**src/hdl/efg_pkg.sv**
```systemverilog
package efg_pkg;

  localparam int WAITERS_DEF    = 8;
  localparam int FLAG_WIDTH_DEF = 32;
  localparam int PAT_W          = 32;
  localparam int TASK_W         = 8;
  localparam int STATUS_W       = 4;

  typedef enum logic [1:0] {
    OP_SET    = 2'd0,
    OP_CLEAR  = 2'd1,
    OP_WAIT   = 2'd2,
    OP_CANCEL = 2'd3
  } op_t;

  typedef enum logic [STATUS_W-1:0] {
    ST_WOKEN      = 4'd0,
    ST_SET_DONE   = 4'd1,
    ST_CLEARED    = 4'd2,
    ST_WAIT_DONE  = 4'd3,
    ST_WAIT_FAIL  = 4'd4,
    ST_QUEUED     = 4'd5,
    ST_QUEUE_FULL = 4'd6,
    ST_CANCELLED  = 4'd7,
    ST_NOT_FOUND  = 4'd8
  } status_t;

  // Decoded request handed from the front end to the back end.
  typedef struct packed {
    op_t               op;
    logic [PAT_W-1:0]  pattern;
    logic [TASK_W-1:0] task_id;
    logic              wait_any;
    logic              wait_all;
    logic              clear_all;
    logic              clear_matched;
    logic              fail_if_blocked;
  } req_t;

  typedef enum logic [1:0] {
    BE_IDLE,
    BE_WALK,
    BE_CANCEL
  } be_state_t;

endpackage

```
**src/hdl/event_flag_group_unit_top.sv**
```systemverilog
// Event flag group: a flag word plus a FIFO of up to WAITERS blocked tasks.
// Requests enter through a two-deep queue and are executed by a back end
// that emits results into a one-entry output register. Clear and wait are
// taken and answered together. A set request first merges the pattern,
// then visits the waiters in order (a woken waiter is dropped in place and
// the same slot is visited again), then emits the final result. A cancel
// starts, then scans the waiters for its task, then emits its result.
// Every request ends with a result flagged last.
module event_flag_group_unit_top
  import efg_pkg::*;
#(
  parameter int WAITERS    = WAITERS_DEF,
  parameter int FLAG_WIDTH = FLAG_WIDTH_DEF
) (
  input  logic              clk,
  input  logic              rst,
  input  logic              push,
  output logic              full,
  input  logic [1:0]        opcode,
  input  logic [PAT_W-1:0]  pattern,
  input  logic [TASK_W-1:0] task_id,
  input  logic              wait_any,
  input  logic              wait_all,
  input  logic              clear_all,
  input  logic              clear_matched,
  input  logic              poll,
  input  logic              may_block,
  output logic              empty,
  input  logic              pop,
  output logic [TASK_W-1:0] task_id_res,
  output logic [3:0]        status,
  output logic [PAT_W-1:0]  matched_bits,
  output logic [PAT_W-1:0]  flag_value,
  output logic              last
);

  logic req_valid;
  logic req_take;
  req_t req;

  // Front end: decode and hold requests.
  efg_front u_front (
    .clk, .rst, .push, .full, .opcode, .pattern, .task_id, .wait_any,
    .wait_all, .clear_all, .clear_matched, .poll, .may_block,
    .req_valid, .req, .req_take
  );

  // Back end: flag word, waiter queue, result register.
  efg_back #(.WAITERS(WAITERS), .FLAG_WIDTH(FLAG_WIDTH)) u_back (
    .clk, .rst, .req_valid, .req, .req_take, .empty, .pop,
    .task_id_res, .status, .matched_bits, .flag_value, .last
  );

endmodule

```
**src/hdl/efg_front.sv**
```systemverilog
module efg_front
  import efg_pkg::*;
(
  input  logic              clk,
  input  logic              rst,
  input  logic              push,
  output logic              full,
  input  logic [1:0]        opcode,
  input  logic [PAT_W-1:0]  pattern,
  input  logic [TASK_W-1:0] task_id,
  input  logic              wait_any,
  input  logic              wait_all,
  input  logic              clear_all,
  input  logic              clear_matched,
  input  logic              poll,
  input  logic              may_block,
  output logic              req_valid,
  output req_t              req,
  input  logic              req_take
);

  // Two-entry request queue.
  req_t       q [2];
  logic       rd_ptr;
  logic       wr_ptr;
  logic [1:0] cnt;
  req_t       dec;
  logic       do_push;
  logic       do_pop;

  always_comb begin
    dec.op              = op_t'(opcode);
    dec.pattern         = pattern;
    dec.task_id         = task_id;
    dec.wait_any        = wait_any;
    dec.wait_all        = wait_all;
    dec.clear_all       = clear_all;
    dec.clear_matched   = clear_matched;
    dec.fail_if_blocked = poll | ~may_block;
  end

  assign full      = (cnt == 2'd2);
  assign req_valid = (cnt != 2'd0);
  assign req       = q[rd_ptr];
  assign do_push   = push & ~full;
  assign do_pop    = req_take & req_valid;

  always_ff @(posedge clk) begin
    if (do_push) begin
      q[wr_ptr] <= dec;
    end
    if (rst) begin
      rd_ptr <= 1'b0;
      wr_ptr <= 1'b0;
      cnt    <= 2'd0;
    end else begin
      if (do_push) wr_ptr <= ~wr_ptr;
      if (do_pop)  rd_ptr <= ~rd_ptr;
      cnt <= cnt + {1'b0, do_push} - {1'b0, do_pop};
    end
  end

endmodule

```
**src/hdl/efg_back.sv**
```systemverilog
module efg_back
  import efg_pkg::*;
#(
  parameter int WAITERS    = WAITERS_DEF,
  parameter int FLAG_WIDTH = FLAG_WIDTH_DEF
) (
  input  logic              clk,
  input  logic              rst,
  input  logic              req_valid,
  input  req_t              req,
  output logic              req_take,
  output logic              empty,
  input  logic              pop,
  output logic [TASK_W-1:0] task_id_res,
  output logic [3:0]        status,
  output logic [PAT_W-1:0]  matched_bits,
  output logic [PAT_W-1:0]  flag_value,
  output logic              last
);

  localparam int IW = (WAITERS > 1) ? $clog2(WAITERS) : 1;
  localparam int CW = $clog2(WAITERS + 1);

  typedef struct packed {
    logic [TASK_W-1:0]     task_id;
    logic [FLAG_WIDTH-1:0] pattern;
    logic                  any;
    logic                  all;
    logic                  clr_all;
    logic                  clr_matched;
  } waiter_t;

  waiter_t               wq [WAITERS];
  logic [CW-1:0]         count;
  logic [FLAG_WIDTH-1:0] flags;
  be_state_t             state, state_next;
  logic [CW-1:0]         idx;
  logic [CW-1:0]         rm_idx;
  logic                  rm_en;

  // Result register.
  logic                  out_full;
  logic [TASK_W-1:0]     o_task;
  logic [3:0]            o_status;
  logic [FLAG_WIDTH-1:0] o_ret;
  logic [FLAG_WIDTH-1:0] o_flags;
  logic                  o_last;
  logic                  can_emit;

  assign empty        = ~out_full;
  assign task_id_res  = o_task;
  assign status       = o_status;
  assign matched_bits = PAT_W'(o_ret);
  assign flag_value   = PAT_W'(o_flags);
  assign last         = o_last;
  assign can_emit     = ~out_full | pop;

  logic [FLAG_WIDTH-1:0] rpat, m_in, m_w;
  logic                  ok_in, ok_w;
  waiter_t               cur;
  logic [FLAG_WIDTH-1:0] set_flags;

  assign rpat = FLAG_WIDTH'(req.pattern);
  assign m_in = flags & rpat;
  assign ok_in = req.wait_any ? (m_in != '0) : (req.wait_all & (m_in == rpat));
  assign cur  = wq[idx[IW-1:0]];
  assign m_w  = flags & cur.pattern;
  assign ok_w = cur.any ? (m_w != '0) : (cur.all & (m_w == cur.pattern));
  assign set_flags = flags | rpat;

  logic                  emit;
  logic [TASK_W-1:0]     e_task;
  logic [3:0]            e_status;
  logic [FLAG_WIDTH-1:0] e_ret;
  logic                  e_last;
  logic [FLAG_WIDTH-1:0] flags_next;
  logic [CW-1:0]         idx_next;
  logic                  enq;

  always_comb begin
    state_next = state;
    req_take   = 1'b0;
    emit       = 1'b0;
    e_task     = '0;
    e_status   = ST_SET_DONE;
    e_ret      = '0;
    e_last     = 1'b1;
    flags_next = flags;
    idx_next   = idx;
    rm_en      = 1'b0;
    rm_idx     = idx;
    enq        = 1'b0;
    case (state)
      BE_IDLE: begin
        if (req_valid) begin
          case (req.op)
            OP_SET: begin
              req_take   = 1'b1;
              flags_next = set_flags;
              idx_next   = '0;
              state_next = BE_WALK;
            end
            OP_CLEAR: begin
              if (can_emit) begin
                req_take   = 1'b1;
                flags_next = flags & ~rpat;
                emit       = 1'b1;
                e_status   = ST_CLEARED;
              end
            end
            OP_WAIT: begin
              if (can_emit) begin
                req_take = 1'b1;
                emit     = 1'b1;
                e_task   = req.task_id;
                if (ok_in) begin
                  e_status = ST_WAIT_DONE;
                  e_ret    = m_in;
                  if (req.clear_all) flags_next = '0;
                  else if (req.clear_matched) flags_next = flags & ~m_in;
                end else if (req.fail_if_blocked) begin
                  e_status = ST_WAIT_FAIL;
                end else if (count >= CW'(WAITERS)) begin
                  e_status = ST_QUEUE_FULL;
                end else begin
                  e_status = ST_QUEUED;
                  enq      = 1'b1;
                end
              end
            end
            OP_CANCEL: begin
              idx_next   = '0;
              state_next = BE_CANCEL;
            end
            default: ;
          endcase
        end
      end
      BE_WALK: begin
        // Set request taken; visit one waiter a cycle while can_emit.
        if (can_emit) begin
          if (idx < count && flags != '0) begin
            if (ok_w) begin
              emit     = 1'b1;
              e_task   = cur.task_id;
              e_status = ST_WOKEN;
              e_ret    = m_w;
              e_last   = 1'b0;
              rm_en    = 1'b1;
              if (cur.clr_all) flags_next = '0;
              else if (cur.clr_matched) flags_next = flags & ~m_w;
            end else begin
              idx_next = idx + CW'(1);
            end
          end else begin
            emit       = 1'b1;
            e_status   = ST_SET_DONE;
            state_next = BE_IDLE;
          end
        end
      end
      BE_CANCEL: begin
        if (idx < count && cur.task_id != req.task_id) begin
          idx_next = idx + CW'(1);
        end else if (can_emit) begin
          req_take   = 1'b1;
          emit       = 1'b1;
          e_task     = req.task_id;
          state_next = BE_IDLE;
          if (idx < count) begin
            e_status = ST_CANCELLED;
            rm_en    = 1'b1;
          end else begin
            e_status = ST_NOT_FOUND;
          end
        end
      end
      default: state_next = BE_IDLE;
    endcase
  end

  always_ff @(posedge clk) begin
    // Waiter queue: shift down to drop an entry, append at the tail.
    for (int i = 0; i < WAITERS; i++) begin
      if (rm_en && CW'(i) >= rm_idx && i < WAITERS - 1) begin
        wq[i] <= wq[i+1];
      end
    end
    if (enq) begin
      wq[count[IW-1:0]] <= '{req.task_id, rpat, req.wait_any, req.wait_all,
                             req.clear_all, req.clear_matched};
    end
    if (emit) begin
      o_task   <= e_task;
      o_status <= e_status;
      o_ret    <= e_ret;
      o_flags  <= flags_next;
      o_last   <= e_last;
    end
    idx <= idx_next;
    if (rst) begin
      state    <= BE_IDLE;
      flags    <= '0;
      count    <= '0;
      out_full <= 1'b0;
    end else begin
      state <= state_next;
      flags <= flags_next;
      if (enq) count <= count + CW'(1);
      else if (rm_en) count <= count - CW'(1);
      if (emit) out_full <= 1'b1;
      else if (pop) out_full <= 1'b0;
    end
  end

endmodule
```
**config.mk**
```make
export PLATFORM = sky130hd
export DESIGN_NAME = event_flag_group_unit_top
export DESIGN_NICKNAME = d
export VERILOG_FILES = /design/src/hdl/efg_pkg.sv /design/src/hdl/event_flag_group_unit_top.sv /design/src/hdl/efg_front.sv /design/src/hdl/efg_back.sv
export SDC_FILE = /design/constraint.sdc
export NUM_CORES = 1
export LEC_CHECK = 0
export ABC_CLOCK_PERIOD_IN_PS = 8400
export BUFFER_PORTS_ARGS = -buffer_cell sky130_fd_sc_hd__buf_2
export CAP_MARGIN = 20
export CORE_MARGIN = 2
export CORE_UTILIZATION = 45
export CTS_BUF_LIST = sky130_fd_sc_hd__clkbuf_2 sky130_fd_sc_hd__clkbuf_4 sky130_fd_sc_hd__clkbuf_8
export CTS_CLUSTER_DIAMETER = 80
export CTS_CLUSTER_SIZE = 12
export DETAILED_ROUTE_END_ITERATION = 8
export PLACE_DENSITY = 0.67
export RECOVER_POWER = 50
export SYNTH_ARGS = -nofsm -noshare
export SYNTH_HDL_FRONTEND = slang
export SYNTH_SLANG_ARGS = --single-unit
export TNS_END_PERCENT = 30
```
**constraint.sdc**
```tcl
create_clock -name clk -period 8.4 [get_ports clk]
set_input_delay 0 -clock clk [delete_from_list [all_inputs] [get_ports clk]]
set_output_delay 0 -clock clk [all_outputs]
set_load 0.01 [all_outputs]
```
==> reports/metrics.csv <==
metric,value,unit
crit path launch type,flip-flop,
Chip Height,257,um
Comb pwr share,36.1,%
top area cells in the synthesized netlist,"edfxtp_1 55%, mux2_2 12%, mux4_2 4.7%",
Overflow after GRT,0,
failing checks,"capacitance limit, slew limit",
Crit Path Max Fanout,44,
Synth Area in Compound Gates,9.77,%
Syn Inst Count,2159,
outcome,"finished, violations left",
post-synth top area cell,edfxtp_1,
Initial Util,45.6,%
Worst-Skew Late Latency,720,ps
synth warn,0,
Resized Gates After CTS,0,
xor/xnor share of the synthesized area,0.456,%
unrepaired setup endpoints after global routing,no,
Setup TNS,0,ps
top-area cell type share of the netlist area,54.9,%
Max VDD drop,0.200,mV
CTS root buffer,clkbuf_8,
setup bufs post-CTS,0,
port bufs,130,
Setup Skew,41.8,ps
HPWL after DPL,56.9,mm
most common cell in the synthesized netlist,edfxtp_1,
drt wl/cell,28.2,um
Cell variety after synth,69,
Die X,257,um
filler cell count,5398,
pin count of the biggest net entering global routing,66,
Clk pwr share,19.3,%
Core Area,63200,um2
I/O pin count,131,
"Async S/R FF share, synth",0,%
"EDFF count, synth",527,
DRT Wirelength,89.5,mm
switching part of the total,39.0,%
first-pass GRT wire length,132,mm
crit-path cells,buf_4 -> mux4_2 -> mux2_1 -> a22oi_1 -> nand4_1 -> o31ai_4 -> and2_0 -> buf_16 -> inv_4 -> o31ai_4 -> buf_4 -> mux2_2,
Register Area,16800,um2
CTS Buffer Depth,3,
layout cells sized above 1,22.9,%
post-synthesis register bit count,574,
Mapped Area,28800,um2
row count,92,
crit share post-route,87.6,%
gr usage total,26.6,%
Syn Nets,2234,
vias in the first global route,19700,
"slowest stage delay, CP",1910,ps
# hold bufs at CTS,57,
Post-synth top flop,edfxtp_1,
DRT Pass-1 Iters,7,
CTS Buf Count,55,
CTS tree,built,
Switch Pwr,3370,uW
worst-margin pin slew,2860,ps
H-Tree Depth,2,
most frequent cells after synthesis,"527 x edfxtp_1, 317 x mux2_2, 194 x nor2_1",
# Max-Cap Violations,7,
drt drc,0,
kind of critical path,flip-flop to flip-flop,
Seq pwr share,44.6,%
Tmin final,7360,ps
synthesized area per cell,13.3,um2
Nets,2382,
Post-Synth Simple-Gate Area,7.14,%
Hold/Removal Path Class,primary input to flip-flop,
Initial DRC Count,2999,
Sinks on Clock Net,574,
Worst setup EP type,flip-flop,
main combinational cell family by area after synthesis,multiplexers,
"Slew Viols, Final",292,
initial antenna violation count,2,
"Arr. time, crit path",7800,ps
post-synthesis adder-cell area fraction,1.02,%
Slew headroom,-90.4,%
Vias,20300,
die area,66100,um2
Cell Int Power,5270,uW
multi-input logic area,11200,um2
DR vias/cell,6.38,
final hold vios,0,
Placer Congestion,1.03,
Antenna Nets Post-Route,0,
"Seq/Total Area, Yosys",58.2,%
Area growth syn-to-layout,9.72,%
Max Clock Freq,136,MHz
PD cells,273,nW/um2
setup violators final,0,
multiplexer share of the synthesized area,20.3,%
clock-pin slew on the worst setup and hold paths,90,ps
Worst EP required,8830,ps
Final Core Density,50.0,%
Leak,0.0104,uW
Slowest cell on crit path,dfxtp_1,
[worst max-delay path: cells and delay by family, from the launching register on]
kind	cells	cell delay (ps)
compound gates	3	1060
flops	1	1910
mux	3	1450
simple gates	2	1010
buf+inv	4	1610
[cells in the final DEF, fill, tap and decap left out, drive strengths merged, types with 4 or more instances in the layout]
cell type	count
a21o	4
dfxtp	47
a22oi	66
nor3	7
clkbuf	195
nand3	17
mux4	60
o21ai	55
and2	13
nand2	143
o22a	8
ha	22
edfxtp	527
mux2	322
dlygate4sd3	58
o31ai	34
nand2b	8
inv	57
or2	4
nand4	27
and3	10
o311a	32
buf	48
nor2	194
o2111ai	4
a221oi	6
a31oi	8
a21oi	173
mux2i	86
xor2	12
a22o	8
o22ai	8
nor4	14
nor2b	13
[power by group through the flow]
stage / logic [uW] / clock network [uW] / registers [uW]
3_3_place_gp: 3010 / 0 / 3900
2_1_floorplan: 2000 / 0 / 3820
3_5_place_dp: 3060 / 0 / 3900
4_1_cts: 3090 / 1700 / 3840
5_1_grt: 3280 / 1800 / 3890
6_report: 3120 / 1670 / 3850
[through the flow]
step	cell area, um2	setup slack, ps	hold WS [ps]	cells	total power [uW]
4_1_cts	31800	1950	0.496	3174	8630
2_1_floorplan	28800	1420	98.9	2159	5820
6_report	31600	1040	35.6	3177	8630
5_1_grt	31600	844	9.76	3176	8970
3_5_place_dp	30300	1960	191	3038	6960
3_3_place_gp	30200	1980	190	3036	6910
[per-layer routing]
| metal | wire length (um) | global-route usage [%] |
|---|---|---|
| met2 | 40400 | 41.3 |
| met1 | 36500 | 37.2 |
| met3 | 9030 | 5.65 |
| met4 | 3550 | 9.24 |
| met5 | 0 | 0 |
[path summary, 6_finish.rpt]
kind | slack (ps) | start | depth (start not counted) | to
worst max-delay path | 1040 | flip-flop | 12 | u_back.wq[3][14]$_DFFE_PP_
worst min-delay path | 40 | pattern[13] | 2 | u_front.q[0][26]$_DFFE_PP_
worst max register to register | 1040 | flip-flop | 12 | u_back.wq[3][14]$_DFFE_PP_
worst min register to register | 550 | u_front.rd_ptr$_SDFFE_PP0P_ | 2 | flip-flop
[flip-flops by register name (all words and copies together) (netlist names), 2 cells and up, named ones only]
| signal | flops |
|---|---|
| u_back.wq | 352 |
| u_front.q | 94 |
| u_back.flag_value | 32 |
| u_back.flags | 32 |
| u_back.matched_bits | 32 |
| u_back.task_id_res | 8 |
| u_back.count | 4 |
| u_back.idx | 4 |
| u_back.status | 4 |
| u_back.state | 2 |
| u_front.cnt | 2 |
[cell type report]
class	instances	area share, %
Clock buffer	73	2.84
Sequential cell	574	53.1
Antenna cell	2	0.0158
Tap cell	846	3.35
Inverter	53	0.637
Timing Repair Buffer	228	4.40
Multi-Input combinational cell	1395	35.5
Clock inverter	6	0.186
[kinds of logic (layout without fill, tap and decap cells)]
| family | Yosys count | in the layout |
|---|---|---|
| compound gates | 428 | 428 |
| xor+xnor | 15 | 15 |
| fa+ha+maj | 23 | 23 |
| buf+inv | 190 | 360 |
| flops | 574 | 574 |
| mux | 468 | 468 |
| other cells | 0 | 2 |
| simple gates | 461 | 461 |
(Power assumes the default switching activity.)
